**config.mk**
```make
export PLATFORM = sky130hd
export DESIGN_NAME = bfiq_ram
export DESIGN_NICKNAME = d
export VERILOG_FILES = /design/src/rtl/bfiq_ram.sv
export SDC_FILE = /design/constraint.sdc
export NUM_CORES = 1
export LEC_CHECK = 0
export BUFFER_PORTS_ARGS = -buffer_cell sky130_fd_sc_hd__buf_4
export CORE_AREA = 2 2 39 41
export DETAILED_ROUTE_END_ITERATION = 7
export DIE_AREA = 0 0 41 43
export GPL_TIMING_DRIVEN = 0
export RECOVER_POWER = 100
export SLEW_MARGIN = 10
export SYNTH_ARGS = -nofsm -noshare
export SYNTH_HDL_FRONTEND = slang
export SYNTH_SLANG_ARGS = --single-unit
```
**constraint.sdc**
```tcl
create_clock -name clk -period 1.65 [get_ports clk]
set_input_delay 0.0825 -clock clk [delete_from_list [all_inputs] [get_ports clk]]
set_output_delay 0.0825 -clock clk [all_outputs]
set_load 0.03 [all_outputs]
```
**src/rtl/bfiq_ram.sv**
```systemverilog
// Generic single-port RAM with registered read data.
module bfiq_ram #(
    parameter int WIDTH = 1,
    parameter int DEPTH = 8
) (
    input  logic                     clk,
    input  logic                     we,
    input  logic [$clog2(DEPTH)-1:0] addr,
    input  logic [WIDTH-1:0]         wdata,
    output logic [WIDTH-1:0]         rdata
);

    logic [WIDTH-1:0] mem_reg [DEPTH];
    logic [WIDTH-1:0] rdata_reg;

    always_ff @(posedge clk)
    begin
        if (we)
        begin
            mem_reg[addr] <= wdata;
        end
        rdata_reg <= mem_reg[addr];
    end

    assign rdata = rdata_reg;

endmodule

```
==> results by group <==
Routing
  – DRT Wirelength: roughly 600 um
  – DRC: 0
  – Vias per cell: between 4 and 5
  – DRT antenna net count: 0
  – DR WL/cell: approximately 12 um
  – DR iter-0 viols: 1
  – DR pass1 iterations: 3
  – Vias: 245

CTS
  – H-tree levels: 1
  – CTS Buf Count: 3
  – CTS Hold Buffers Added: 0
  – CTS max path bufs: 2
  – Clock transition at path regs: about 60 ps
  – CTS tree: done
  – Clock root cell: clkbuf_4
  – CTS sink count: 9
  – Clock latency on the worst-skew pair: around 270 ps
  – Cts repair resizes: 0
  – Postcts setup bufs: 0

Power
  – Net switching power: about 100 uW
  – Internal power: ~370 uW
  – Clock power share: 0.366
  – Switch share: 0.2204
  – Sequential share of power: 0.549
  – Leak: around 0.16 nW
  – Combinational Power Share: 0.086
  – VDD IR max: approximately 0.37 mV
  – PwrDens: between 1000 and 1500 mW/mm^2

Timing
  – Min cycle time layout: approximately 1200 ps
  – Final Max Slew Viols: 0
  – Max Clock Skew: approximately 4.5 ps
  – Max Freq: 817.7 MHz
  – Period utilization: 0.7412
  – Unrepaired setup endpoints after global routing: no
  – Hold slack: 131.6 ps
  – Setup TNS Final: 0 ps
  – Final Setup Violations: 0
  – Least-Margin Pin Slew: 365.8 ps
  – Hold Vio Cnt, Final: 0
  – Max-Slew Margin vs Limit: 0.7571

Setup path
  – Arrival @ worst endpoint: roughly 1400 ps
  – WP buf/inv: 0
  – RR Endpoint: rdata
  – CP Max Fanout: 1
  – WP data required: roughly 1800 ps
  – Reg2reg setup slack: between 400 and 500 ps
  – Max incr delay on CP: about 490 ps
  – Setup Crit Path Kind: reg -> reg
  – Crit-path leading delay family: multiplexers
  – Crit-path cells: mux4_1, mux2_2
  – CP Launch Type: register
  – CP endpoint kind: register
  – Slowest-stage cell, CP: mux4_1
  – FF-to-FF Start: mem_reg[5]
  – Register-to-Register Path Depth: 2

Global routing
  – Largest net degree at the start of global routing: 9
  – First-pass GRT wire length: between 1000 and 1500 um
  – Initial antenna violation count: 0
  – Remaining global-route overflow: 0
  – Vias in the first global route: about 270
  – GRT Total Usage: 0.1036

Min path
  – Min-Delay Path Depth: 2
  – Worst hold path type: in -> reg
  – Hold Path End: rdata
  – Hold path start: addr[2]

Place
  – IO Port Bufs: 5
  – Dpl cell area: roughly 450 um^2
  – Dpl cells: between 40 and 50
  – Final HPWL DP: between 400 and 500 um
  – Placer Congestion: slightly above 0.7

Yosys
  – Cell area after synthesis: ~390 um^2
  – Syn Nets: 32
  – #FFs+latches synth: 9
  – Synth Area per Inst: ~15 um^2
  – Synthesis warning total: 0
  – Post-synth cell types: 10
  – Sequential share of the synthesized area: 0.6688
  – Synthesized instance count: 26

Die
  – Chip width: 41 um
  – Core ar.: about 0.0014 mm^2
  – Row count: 14
  – Starting density of the core: 0.2812
  – DIE HEIGHT: 43 um
  – I/O pin cnt: 7
  – Die area: 0.001763 mm^2

Final layout
  – Antenna Cells: 0
  – Max FFs per register: 8
  – Non-Filler Instances: 51
  – Final #Nets: between 40 and 50
  – Area delta synth->final: 18.33%
  – Share of layout cells above drive strength 1: 0.1714
  – Final instance area: roughly 460 um^2
  – Fin util: 0.3327

Status
  – Outcome: complete, no violations

Flow run
  – Total of max-cap violations: 0
[power groups by stage]
| stage | Clock (mW) | Sequential, mW | Combinational (mW) |
|---|---|---|---|
| 2_1_floorplan | 0 | 0.269 | 0.0199 |
| 3_3_place_gp | 0 | 0.263 | 0.0439 |
| 3_5_place_dp | 0 | 0.264 | 0.0455 |
| 4_1_cts | 0.180 | 0.259 | 0.0458 |
| 5_1_grt | 0.189 | 0.259 | 0.0447 |
| 6_report | 0.172 | 0.259 | 0.0404 |
[cell usage in the layout, fill, tap and decap left out]
cell type  n
nand2b_1   2
or2b_1     1
nor3_1     2
mux2_2     1
buf_4      2
edfxtp_1   8
clkbuf_4   3
clkbuf_1   5
nand2_1    2
dfxtp_1    1
mux4_1     2
nor2_1     6
[area by class of cell]
type,count,area [um^2]
buffer,1,3.754
sequential,9,260.3
timing repair buffer,5,26.28
fill,142,923.4
multi-input combinational,16,123.9
tap,16,20.02
clock buffer,4,26.28
[cell usage after synthesis]
library cell | count | area (um^2)
clkbuf_2 | 1 | 5.000
dfxtp_1 | 1 | 20.02
edfxtp_1 | 8 | 240.2
mux2_2 | 1 | 11.26
mux4_1 | 2 | 52.55
nand2_1 | 2 | 7.510
nand2b_1 | 2 | 12.51
nor2_1 | 6 | 22.52
nor3_1 | 2 | 10.01
or2b_1 | 1 | 7.510
[routing by layer]
metal,vias up,part of all wire,GRT usage
met5,-,0,0
met3,5,0.086,0.04712
met1,116,0.33,0.09310
met4,0,0.060,0.1200
met2,10,0.52,0.1469
li1,114,-,-
[per-stage QoR]
| step | setup WS, ps | total power [mW] |
|---|---|---|
| detailed placement | 432.9 | 0.3093 |
| global route | 382.6 | 0.4927 |
| floorplan | 466.8 | 0.2890 |
| finish | 427.0 | 0.4716 |
| global placement | 438.5 | 0.3074 |
| CTS | 405.1 | 0.4846 |
[cells by family (layout without fill, tap and decap cells)]
family	count (synthesis)	after routing	synth area share
AND/OR/NAND/NOR	13	13	0.1543
flip-flops	9	9	0.6688
multiplexers	3	3	0.1640
buffers and inverters	1	10	0.01285
[worst max path at each step]
stage / startpoint / end / slack [ps] / depth (start not counted)
final: mem_reg[5] / rdata / 430 / 2
after global placement: mem_reg[1] / rdata / 440 / 2
after detailed placement: mem_reg[5] / rdata / 430 / 2
after CTS: mem_reg[5] / rdata / 410 / 2
after floorplan: mem_reg[5] / rdata / 470 / 2
after global routing: mem_reg[5] / rdata / 380 / 2
No activity file was read; power rests on OpenSTA's default activity.
