## config.mk

```make
export PLATFORM = sky130hd
export DESIGN_NAME = bfiq_mod_unit
export DESIGN_NICKNAME = d
export VERILOG_FILES = /design/src/rtl/bfiq_pkg.sv /design/src/rtl/bfiq_mod_unit.sv
export SDC_FILE = /design/constraint.sdc
export NUM_CORES = 1
export LEC_CHECK = 0
export BUFFER_PORTS_ARGS = -buffer_cell sky130_fd_sc_hd__buf_4
export CELL_PAD_IN_SITES_DETAIL_PLACEMENT = 0
export CELL_PAD_IN_SITES_GLOBAL_PLACEMENT = 2
export CORE_MARGIN = 4
export CORE_UTILIZATION = 25
export DETAILED_ROUTE_END_ITERATION = 6
export HOLD_SLACK_MARGIN = 0.15
export PLACE_DENSITY = 0.72
export SLEW_MARGIN = 20
export SYNTH_ARGS = -nofsm -noshare
export SYNTH_HDL_FRONTEND = slang
export SYNTH_SLANG_ARGS = --single-unit
```

## constraint.sdc

```tcl
create_clock -name clk -period 4.75 [get_ports clk]
set_input_delay 0.2375 -clock clk [delete_from_list [all_inputs] [get_ports clk]]
set_output_delay 0.2375 -clock clk [all_outputs]
set_load 0.02 [all_outputs]
```

## src/rtl/bfiq_pkg.sv

```systemverilog
// Shared types and constants of the bloom filter insert/query unit.
package bfiq_pkg;

    localparam int HASH_W       = 32;
    localparam int CNT_W        = $clog2(HASH_W + 1);
    localparam int NUM_BITS_W   = 17;
    localparam int NUM_HASHES_W = 5;
    localparam int CFG_DATA_W   = 17;
    localparam int CFG_INDEX_W  = 2;

    localparam logic [HASH_W-1:0] SEED_FIRST  = 32'h9747_b28c;
    localparam logic [HASH_W-1:0] SEED_SECOND = 32'hc4ce_b9fe;
    localparam logic [HASH_W-1:0] MUL_FIRST   = 32'h5bd1_e995;
    localparam logic [HASH_W-1:0] MUL_SECOND  = 32'h27d4_eb2f;
    localparam int                MIX_SHIFT   = 15;

    localparam logic [NUM_BITS_W-1:0]   NUM_BITS_RESET   = 17'h1_0000;
    localparam logic [NUM_HASHES_W-1:0] NUM_HASHES_RESET = 5'd7;

    localparam logic [CFG_INDEX_W-1:0] CFG_NUM_BITS   = 2'd0;
    localparam logic [CFG_INDEX_W-1:0] CFG_NUM_HASHES = 2'd1;

    localparam logic OP_INSERT = 1'b0;
    localparam logic OP_QUERY  = 1'b1;

    typedef enum logic [2:0] {
        ST_CLEAR,
        ST_IDLE,
        ST_MIX,
        ST_MOD_FIRST,
        ST_MOD_SECOND,
        ST_PROBE,
        ST_FINISH
    } state_t;

endpackage

```

## src/rtl/bfiq_mod_unit.sv

```systemverilog
// Bit-serial remainder unit: 32-bit hash modulo the filter size.
module bfiq_mod_unit #(
    parameter int BW = 17
) (
    input  logic                        clk,
    input  logic                        rst_n,
    input  logic                        start,
    input  logic [bfiq_pkg::HASH_W-1:0] dividend,
    input  logic [BW-1:0]               divisor,
    output logic                        done,
    output logic [BW-1:0]               rem
);

    logic [bfiq_pkg::CNT_W-1:0]  cnt_reg;
    logic [bfiq_pkg::CNT_W-1:0]  cnt_next;
    logic                        done_reg;
    logic                        done_next;
    logic [bfiq_pkg::HASH_W-1:0] dvd_reg;
    logic [bfiq_pkg::HASH_W-1:0] dvd_next;
    logic [BW-1:0]               rem_reg;
    logic [BW-1:0]               rem_next;
    logic [BW:0]                 trial;
    logic [BW:0]                 diff;

    assign trial = {rem_reg, dvd_reg[bfiq_pkg::HASH_W-1]};
    assign diff  = trial - {1'b0, divisor};

    always_comb
    begin
        cnt_next  = cnt_reg;
        done_next = 1'b0;
        dvd_next  = dvd_reg;
        rem_next  = rem_reg;
        if (start)
        begin
            cnt_next = bfiq_pkg::CNT_W'(bfiq_pkg::HASH_W);
            dvd_next = dividend;
            rem_next = '0;
        end
        else if (cnt_reg != '0)
        begin
            cnt_next  = cnt_reg - 1'b1;
            done_next = (cnt_reg == bfiq_pkg::CNT_W'(1));
            dvd_next  = {dvd_reg[bfiq_pkg::HASH_W-2:0], 1'b0};
            rem_next  = (trial >= {1'b0, divisor}) ? diff[BW-1:0] : trial[BW-1:0];
        end
    end

    always_ff @(posedge clk or negedge rst_n)
    begin
        if (!rst_n)
        begin
            cnt_reg  <= '0;
            done_reg <= 1'b0;
        end
        else
        begin
            cnt_reg  <= cnt_next;
            done_reg <= done_next;
        end
    end

    always_ff @(posedge clk)
    begin
        dvd_reg <= dvd_next;
        rem_reg <= rem_next;
    end

    assign done = done_reg;
    assign rem  = rem_reg;

endmodule

```

==> run_results.csv, run 1 <==
group,metric,value,unit
run_status,outcome,"completed",
timing,worst_pin_slew,709,ps
place,gp_congestion,0.835,
floorplanning,die_h,124,um
detailed_routing,drtIter0Drc,87,
setup_path,start_kind,"flop",
setup_path,worstPathRequired,4970,ps
cts,cts.htree.levels,2,
timing,max_slew_margin,52.6,%
setup_path,r2r_start,"dvd_reg[31]",
setup_path,critPathMaxFanout,20,
timing,finalMaxSlewViolations,0,
floorplanning,die_area,15300,um^2
floorplanning,die_x,124,um
timing,timing.fmax,321,MHz
place,hpwl,5960,um
synth,synth_edf_count,32,
timing,setup_tns,0,ps
synth,synth_warnings,0,
synth,synth_cell_type_count,53,
detailed_routing,first_pass_iters,4,
power,ir_drop,0.000169,V
detailed_routing,wl_per_cell,14.3,um
setup_path,crit_chain,"inv_1, ha_1, inv_1, fa_1, a21o_1, a22o_1, o31a_1, o211ai_2, nand2b_2, mux2_4, a211oi_2",
grt,grt_pass1_vias,2653,
setup_path,slowest_stage,"mux2_4",
synth,ys_ff_latch,56,
synth,synth_common_cells,"edfxtp_1, mux2_2, nor2_1",
cts,cts.sinks,56,
cells_and_area,diodes,0,
synth,synth_nets,387,
setup_path,max_stage_delay,420,ps
place,port-buffer-count,69,
cells_and_area,largest_reg_flops,32,
timing,finalHoldViolations,0,
cells_and_area,final_net_count,454,
synth,synthCells,315,
floorplanning,pin_count,70,
detailed_routing,vias,2530,
power,powerDensity,527,nW/um^2
floorplanning,rows,41,
power,p_leak,1.82,nW
cts,clk_pin_slew,80,ps
timing,period_share,65.6,%
grt,track_usage,10.8,%
detailed_routing,via_per_inst,4.56,
synth,seq_area_frac_synth,44.2,%
cts,cts_buffer_depth,2,
timing,whs,236,ps
setup_path,endpoint_kind,"flop",
setup_path,timing.critical_path.mode_cell,"inv_1",
cells_and_area,drive_above_1_share,31.1,%
setup_path,cp-startpoint,"dvd_reg[31]",
grt,grt_pass1_wl,13000,um
setup_path,critPathBufInv,2,
synth,synth_area_leader_cell,"edfxtp_1",
synth,synth_most_common_cell,"edfxtp_1",
synth,synthArstFlopShare,12.5,%
cts,tritoncts,"yes",
timing,finalClockSkew,8.19,ps
floorplanning,core-area,12800,um^2
cells_and_area,area_growth,25.2,%
run,drv_cap,0,
timing,rsz0062_at_grt,"no",
timing,min_period,3120,ps
worst_hold_path,hp-class,"in2reg",
cts,cts_setup_buffers,0,
synth,avgSynthCellArea,10.6,um^2
timing,report.final.setup_viol,0,
cts,clock-root-buffer,"clkbuf_16",
setup_path,arrival,3340,ps
synth,synth_top_cells_by_area,"edfxtp_1, mux2_2, dfxtp_1, ha_1, dfrtp_1",
synth,ys.flop_type,"edfxtp_1",
grt,grt_max_degree,51,
setup_path,critPathTopFamily,"compound AO/OA/AOI/OAI gates",
worst_hold_path,min-delay-start,"dividend[19]",
setup_path,r2r_slack,1630,ps
grt,antenna_found_initial,0,
grt,grt_overflow_total,0,
synth,synth_top_cell_area_share,28.8,%
detailed_routing,drt_wl_total,7950,um
floorplanning,start_util,26.0,%
cts,numCtsBuffers,5,
detailed_routing,drc,0,
synth,netlist_area,3340,um^2
detailed_routing,antenna_left,0,
setup_path,path_class,"reg2reg",
cts,clkLatencyLatePin,300,ps
cell type report:
type | instances | area (um^2)
flip-flops and latches | 56 | 1480
clock inverters | 3 | 22.5
clock buffers | 5 | 125
multi-input cells | 223 | 1710
inverters | 24 | 90.1
fillers | 1392 | 8640
well taps | 172 | 215
repair buffers | 72 | 543
per-stage QoR:
stage               instances  utilization, %  total power [mW]  area, um^2  setup WS [ps]
finish                    555            32.6              2.20        4180           1630
CTS                       555            32.6              2.24        4180           1590
global route              555            32.6              2.38        4180           1400
floorplan                 315               -              1.55        3340           2180
detailed placement        546            31.4              1.84        4020           1620
global placement          546            31.4              1.84        4020           1690
worst register-to-register path: stages, from the launching register on:
cell      delay [ps]
edfxtp_1         370
inv_1             80
ha_1             150
inv_1             50
fa_1             390
a21o_1           220
a22o_1           230
o31a_1           330
o211ai_2         230
nand2b_2         370
mux2_4           430
a211oi_2         200
power by group:
part,total [mW],switching (mW),internal (mW)
combinational,1.04,0.563,0.476
clock,0.390,0.192,0.198
sequential,0.773,0.103,0.670
total,2.20,0.858,1.34
per-layer routing:
layer,part of all wire (%),vias to the layer above,track usage [%]
met5,0,-,0
li1,-,1275,-
met3,6.7,6,3.22
met1,43,1177,13.2
met2,49,72,18.3
met4,1.2,0,2.91
placed cells by master (no fill, tap or decap), types with 10 or more instances in the layout:
cell	n
a211oi_1	10
a21oi_1	11
buf_4	71
dfxtp_1	17
edfxtp_1	32
ha_1	19
inv_1	24
mux2_2	31
mux2i_1	11
nand2_1	20
nor2_1	28
o21ai_0	10
xnor2_1	10
path summary, 6_finish.rpt:
kind,depth (start not counted),endpoint
setup / recovery,11,rem[0]
setup reg to reg,11,rem[0]
hold / removal,2,dvd_reg[19]
hold reg to reg,2,rem[2]
min in group asynchronous,2,done
max in group asynchronous,2,cnt_reg[1]
cell families after synthesis:
logic type | Yosys count | synth area share (%)
compound gates | 67 | 14.1
simple gates | 77 | 10.9
buf+inv | 36 | 4.65
mux | 43 | 14.2
flops | 56 | 44.2
xor+xnor | 16 | 4.20
fa+ha+maj | 20 | 7.72
what timing repair did:
item	in CTS	in global routing
hold buffers	1	0
resized for setup	0	0
hold endpoints to repair	7	0
Note: power is estimated with default switching activity, not from simulation.
==> run 2: changes to the inputs <==
Settings changed: ABC_AREA set to 1, PLACE_DENSITY 0.72 to 0.81.
Clock period 4.75 ns to 2.8 ns, I/O delays scaled along.
==> run 2 against run 1 <==
Critical path depth is 2 lower; maximum frequency rose by 42%; combinational power increased by 69%; clock-buffer cell count is the same; register-to-register slack got worse by 1000 ps; die area rose by 10%; final cell count grew 46%; power rose by 66%; design area increased by 17%; flip-flop and latch count stayed put; critical path type unchanged; critical endpoint is now rem[11].
==> run_results.csv, run 2 <==
group,metric,value,unit
cells_and_area,area_growth,31.6,%
setup_path,r2r_slack,610,ps
detailed_routing,antenna_left,0,
setup_path,path_class,"reg2reg",
floorplanning,die_area,16800,um^2
cts,cts.sinks,56,
synth,seq_area_frac_synth,39.9,%
setup_path,r2r_cells,9,
cts,tritoncts,"yes",
detailed_routing,vias,3458,
cts,cts.htree.levels,2,
floorplanning,core-area,14500,um^2
power,clockPowerShare,17.9,%
grt,grt_pass1_wl,16500,um
synth,synth_cell_type_count,38,
synth,synth_warnings,0,
timing,setup_tns,0,ps
place,dpl_cell_area,4400,um^2
cells_and_area,final_net_count,700,
grt,track_usage,12.0,%
power,p_seq_share,34.1,%
synth,synthCells,528,
grt,grt_pass1_vias,3479,
power,ir_drop,0.000284,V
timing,period_share,78.3,%
detailed_routing,first_pass_iters,4,
cts,clock-root-buffer,"clkbuf_16",
synth,synth_top_cells_by_area,"edfxtp_1, nand2_1, dfxtp_1, inv_1, ha_1",
setup_path,arrival,2380,ps
synth,ys.flop_type,"edfxtp_1",
grt,antenna_found_initial,0,
synth,ys_ff_latch,56,
power,switching_share,42.1,%
floorplanning,die_h,130,um
power,powerDensity,750,nW/um^2
cells_and_area,most-common-layout-cells,"nand2_1, inv_1, buf_4",
synth,synth_area_leader_cell,"edfxtp_1",
cts,clkLatencyLatePin,290,ps
setup_path,endpoint_kind,"flop",
setup_path,timing.critical_path.mode_cell,"nand2_1",
setup_path,max_stage_delay,490,ps
power,power_switching,1.54,mW
place,gp_congestion,0.834,
place,port-buffer-count,69,
floorplanning,die_x,130,um
floorplanning,rows,44,
detailed_routing,drc,0,
setup_path,critPathTopFamily,"simple AND/OR/NAND/NOR gates",
cts,cts_resized,0,
cells_and_area,layout.cells.most_common,"nand2_1",
detailed_routing,wl_per_cell,11.9,um
synth,netlist_area,3700,um^2
synth,synth_top_cell_area_share,25.9,%
setup_path,start_kind,"flop",
grt,grt_max_degree,35,
detailed_routing,drtIter0Drc,206,
power,p_int,2.11,mW
cts,numCtsBuffers,5,
timing,finalMaxSlewViolations,0,
detailed_routing,via_per_inst,4.25,
setup_path,slowest_stage,"clkinv_1",
synth,synthArstFlopShare,12.5,%
setup_path,r2r-end,"rem[11]",
run_status,outcome,"completed",
cells_and_area,largest_reg_flops,32,
timing,report.final.setup_viol,0,
floorplanning,pin_count,70,
place,hpwl,7300,um
synth,synth_nets,600,
run,drv_cap,0,
timing,worst_pin_slew,559,ps
synth,synth_common_cells,"nand2_1, inv_1, edfxtp_1",
synth,synth_edf_count,32,
setup_path,critPathMaxFanout,17,
floorplanning,start_util,25.5,%
setup_path,critPathBufInv,2,
timing,timing.fmax,456,MHz
synth,synth_most_common_cell,"nand2_1",
cts,cts_buffer_depth,2,
setup_path,worstPathRequired,2990,ps
timing,min_period,2190,ps
timing,rsz0062_at_grt,"no",
grt,grt_overflow_total,0,
timing,finalClockSkew,3.89,ps
cts,clk_pin_slew,80,ps
timing,max_slew_margin,62.5,%
timing,finalHoldViolations,0,
cells_and_area,final_area,4870,um^2
setup_path,r2r_start,"cnt_reg[0]",
synth,avgSynthCellArea,7.01,um^2
worst_hold_path,hp-class,"in2async",
cells_and_area,drive_above_1_share,15.6,%
cells_and_area,diodes,0,
detailed_routing,drt_wl_total,9710,um
power,p_comb_share,48.0,%
power,p_leak,2.60,nW
setup_path,crit_chain,"inv_1, ha_1, nand2_1, nor2_1, nand3_1, nand2_1, clkinv_1, nand3_1, nand2_1",
## run 2: cell types whose count changed in the layout (fill, tap and decap cells not counted), sizes merged, moves of 6 or more
cell         previous run  this run
mux2                   32         0
inv                    25        82
dlygate4sd3             1        33
a21o                    6         0
mux2i                  11         0
nand2                  20       243
a211oi                 12         1
nand3                   3        37
## run 2: through the flow
step                power, mW  std cells  setup slack [ps]  hold WS, ps  utilization [%]
detailed placement       2.99        772               575        -39.8             30.3
global route             3.99        813               385          207             33.5
finish                   3.65        813               609          193             33.5
CTS                      3.70        813               560          198             33.5
floorplan                2.52        528               890         -156                -
global placement         2.97        772               613        -40.4             30.3
## run 2: cells by family after synthesis
family | synth area share [%]
compound gates | 3.48
fa+ha+maj | 6.96
simple gates | 37.3
buf+inv | 10.5
xor+xnor | 1.89
flops | 39.9
## run 2: power groups by stage
stage	Sequential (mW)	Combinational (mW)	Clock (mW)
floorplan	1.32	1.21	0
detailed placement	1.27	1.73	0
finish	1.25	1.76	0.654
CTS	1.25	1.77	0.679
global route	1.27	2.00	0.712
global placement	1.26	1.71	0
## run 2: metal layers
layer	global-route usage [%]	up-vias	routed length, um
met5	0	-	0
met2	20.1	75	4520
met3	2.09	8	420
met1	16.1	1547	4670
met4	2.75	0	102
li1	-	1828	-
## run 2: layout make-up
type	count	area (um^2)
Clock buffer	5	125
Clock inverter	3	22.5
Fill cell	1612	9660
Inverter	83	312
Multi-Input combinational cell	377	1840
Sequential cell	56	1480
Tap cell	184	230
Timing Repair Buffer	105	871
## run 2: worst max path at each step
stage                   end  cells after the start   startpoint  slack, ps
floorplan            rem[4]                     11  dvd_reg[31]        890
detailed placement  rem[11]                      9   cnt_reg[0]        580
finish              rem[11]                      9   cnt_reg[0]        610
CTS                 rem[11]                      9   cnt_reg[0]        560
global route        rem[11]                      9   cnt_reg[1]        390
global placement    rem[11]                      9   cnt_reg[0]        610
## run 2: repair_timing
action	4_1_cts	5_1_grt
setup buffers	0	0
endpoints found under the setup margin	0	0
hold buffers	33	0
endpoints found under the hold margin	39	0
==> run 3: changes to the inputs <==
Settings changed: PLACE_DENSITY 0.81 to 0.78.
Clock period 2.8 ns to 2.2 ns, I/O delays scaled along.
==> run 3 against run 2 <==
Via count up 1.1%; maximum frequency increased by 11%; design area increased by 2.6%; register-to-register slack got worse by 390 ps; clock skew increased by 4.3 ps; clock-buffer cell count up 1; power rose by 33%.
==> run_results.csv, run 3 (synthesized netlist as in run 2, its figures left out) <==
group,metric,value,unit
floorplanning,die_h,130,um
detailed_routing,wl_per_cell,11.9,um
cells_and_area,final_net_count,710,
cts,clock-root-buffer,"clkbuf_16",
floorplanning,rows,44,
power,clockPowerShare,19.7,%
timing,setup_tns,0,ps
setup_path,critPathBufInv,3,
grt,grt_pass1_wl,16900,um
cells_and_area,diodes,0,
cells_and_area,drive_above_1_share,16.9,%
setup_path,start_kind,"flop",
timing,min_period,1980,ps
timing,whs,157,ps
floorplanning,start_util,25.5,%
run,drv_cap,0,
cells_and_area,area_growth,35.0,%
detailed_routing,vias,3496,
grt,met1_usage,16.3,%
power,powerDensity,973,nW/um^2
grt,antenna_found_initial,0,
power,p_int,2.90,mW
setup_path,r2r-end,"rem[11]",
timing,rsz0062_at_grt,"no",
place,hpwl,7400,um
setup_path,r2r_slack,220,ps
cells_and_area,largest_reg_flops,32,
power,switching_share,40.3,%
timing,report.final.setup_viol,0,
cts,clkLatencyLatePin,290,ps
timing,finalHoldViolations,0,
setup_path,cp.depth,11,
cells_and_area,most-common-layout-cells,"nand2_1, buf_4, inv_1",
timing,worst_slack,223,ps
timing,worst_pin_slew,345,ps
grt,use_met3,2.21,%
grt,grt_pass1_vias,3551,
timing,finalMaxSlewViolations,0,
setup_path,critPathMaxFanout,9,
setup_path,slowest_stage,"fa_1",
power,power.total,4.87,mW
power,p_comb_share,47.9,%
run_status,outcome,"completed",
setup_path,critPathTopFamily,"simple AND/OR/NAND/NOR gates",
setup_path,crit_chain,"inv_1, ha_1, inv_1, fa_1, nand3_1, nand3_1, nand2_4, buf_4, nand3b_1, nand3_1, nand2_1",
detailed_routing,drt_wl_total,9830,um
cells_and_area,layout.cells.most_common,"nand2_1",
grt,track_usage,12.2,%
power,power_switching,1.96,mW
cts,numCtsBuffers,5,
power,p_seq_share,32.4,%
setup_path,worstPathRequired,2390,ps
detailed_routing,first_pass_iters,4,
grt,met2_usage,20.9,%
timing,period_share,89.9,%
detailed_routing,antenna_left,0,
cts,tritoncts,"yes",
place,place_ws,178,ps
worst_hold_path,hp-class,"in2async",
cts,cts.sinks,56,
setup_path,timing.critical_path.mode_cell,"nand3_1",
setup_path,endpoint_kind,"flop",
grt,grt_overflow_total,0,
floorplanning,die_area,16800,um^2
power,p_leak,2.67,nW
timing,timing.fmax,506,MHz
setup_path,r2r_cells,11,
place,port-buffer-count,69,
cells_and_area,multi_input_comb_area,1850,um^2
timing,finalClockSkew,8.22,ps
power,ir_drop,0.000366,V
floorplanning,die_x,130,um
place,gp_congestion,0.812,
cts,clk_pin_slew,80,ps
cts,cts.htree.levels,2,
cells_and_area,final.fill_count,1570,
setup_path,max_stage_delay,420,ps
detailed_routing,drc,0,
grt,grt_max_degree,35,
detailed_routing,drtIter0Drc,201,
cts,cts_buffer_depth,2,
grt,gr-max-usage-layer,"met2",
detailed_routing,via_per_inst,4.25,
cells_and_area,seq_area,1480,um^2
setup_path,path_class,"reg2reg",
floorplanning,pin_count,70,
floorplanning,core-area,14500,um^2
setup_path,arrival,2170,ps
timing,max_slew_margin,77.0,%
setup_path,r2r_start,"dvd_reg[31]",
-- run 3: cell types whose count changed in the layout (fill, tap and decap cells not counted), sizes merged --
cell    delta
buf       +10
bufinv     +1
clkbuf     +1
inv        -1
clkinv     -1
-- run 3: layout make-up --
| class | instances | area share, % |
|---|---|---|
| inverters | 83 | 6.23 |
| repair buffers | 115 | 19.2 |
| well taps | 184 | 4.60 |
| multi-input cells | 377 | 36.9 |
| clock inverters | 2 | 0.776 |
| flip-flops and latches | 56 | 29.5 |
| clock buffers | 6 | 2.78 |
-- run 3: how the worst max path moves through the flow --
stage                start       to  slack [ps]
3_3_place_gp        rem[5]  rem[15]         150
5_1_grt        dvd_reg[31]  rem[12]         0.9
2_1_floorplan  dvd_reg[31]   rem[4]         290
4_1_cts        dvd_reg[31]   rem[6]         160
6_report       dvd_reg[31]  rem[11]         220
3_5_place_dp   dvd_reg[31]   rem[4]         180
-- run 3: power by group through the flow --
| stage | clock network (mW) | registers (mW) | logic [mW] |
|---|---|---|---|
| 2_1_floorplan | 0 | 1.68 | 1.53 |
| 3_3_place_gp | 0 | 1.60 | 2.30 |
| 3_5_place_dp | 0 | 1.60 | 2.30 |
| 4_1_cts | 1.00 | 1.58 | 2.35 |
| 5_1_grt | 1.04 | 1.62 | 2.68 |
| 6_report | 0.960 | 1.57 | 2.33 |
-- run 3: per-layer routing --
layer / vias up / share of wire (%) / routed length [um]
met1: 1563 / 46 / 4550
met3: 6 / 5.9 / 581
li1: 1852 / - / -
met5: - / 0 / 0
met4: 0 / 0.85 / 84
met2: 75 / 47 / 4610
-- run 3: worst reg2reg max path: stages, from the launching register on --
cell      delay [ps]
edfxtp_1         380
inv_1             70
ha_1             130
inv_1             60
fa_1             420
nand3_1          130
nand3_1          150
nand2_4          120
buf_4            170
nand3b_1          90
nand3_1          100
nand2_1           50
-- run 3: through the flow --
stage | cells | area, um^2 | utilization (%)
6_report | 823 | 5000 | 34.4
5_1_grt | 823 | 5000 | 34.4
4_1_cts | 823 | 4990 | 34.3
3_5_place_dp | 782 | 4480 | 30.9
3_3_place_gp | 782 | 4480 | 30.9
2_1_floorplan | 528 | 3700 | -
-- run 3: what timing repair did --
item,in CTS,in global routing
setup endpoints to repair,0,11
hold endpoints to repair,39,0
buffers inserted,0,0
hold buffers,33,0
resized for setup,0,1
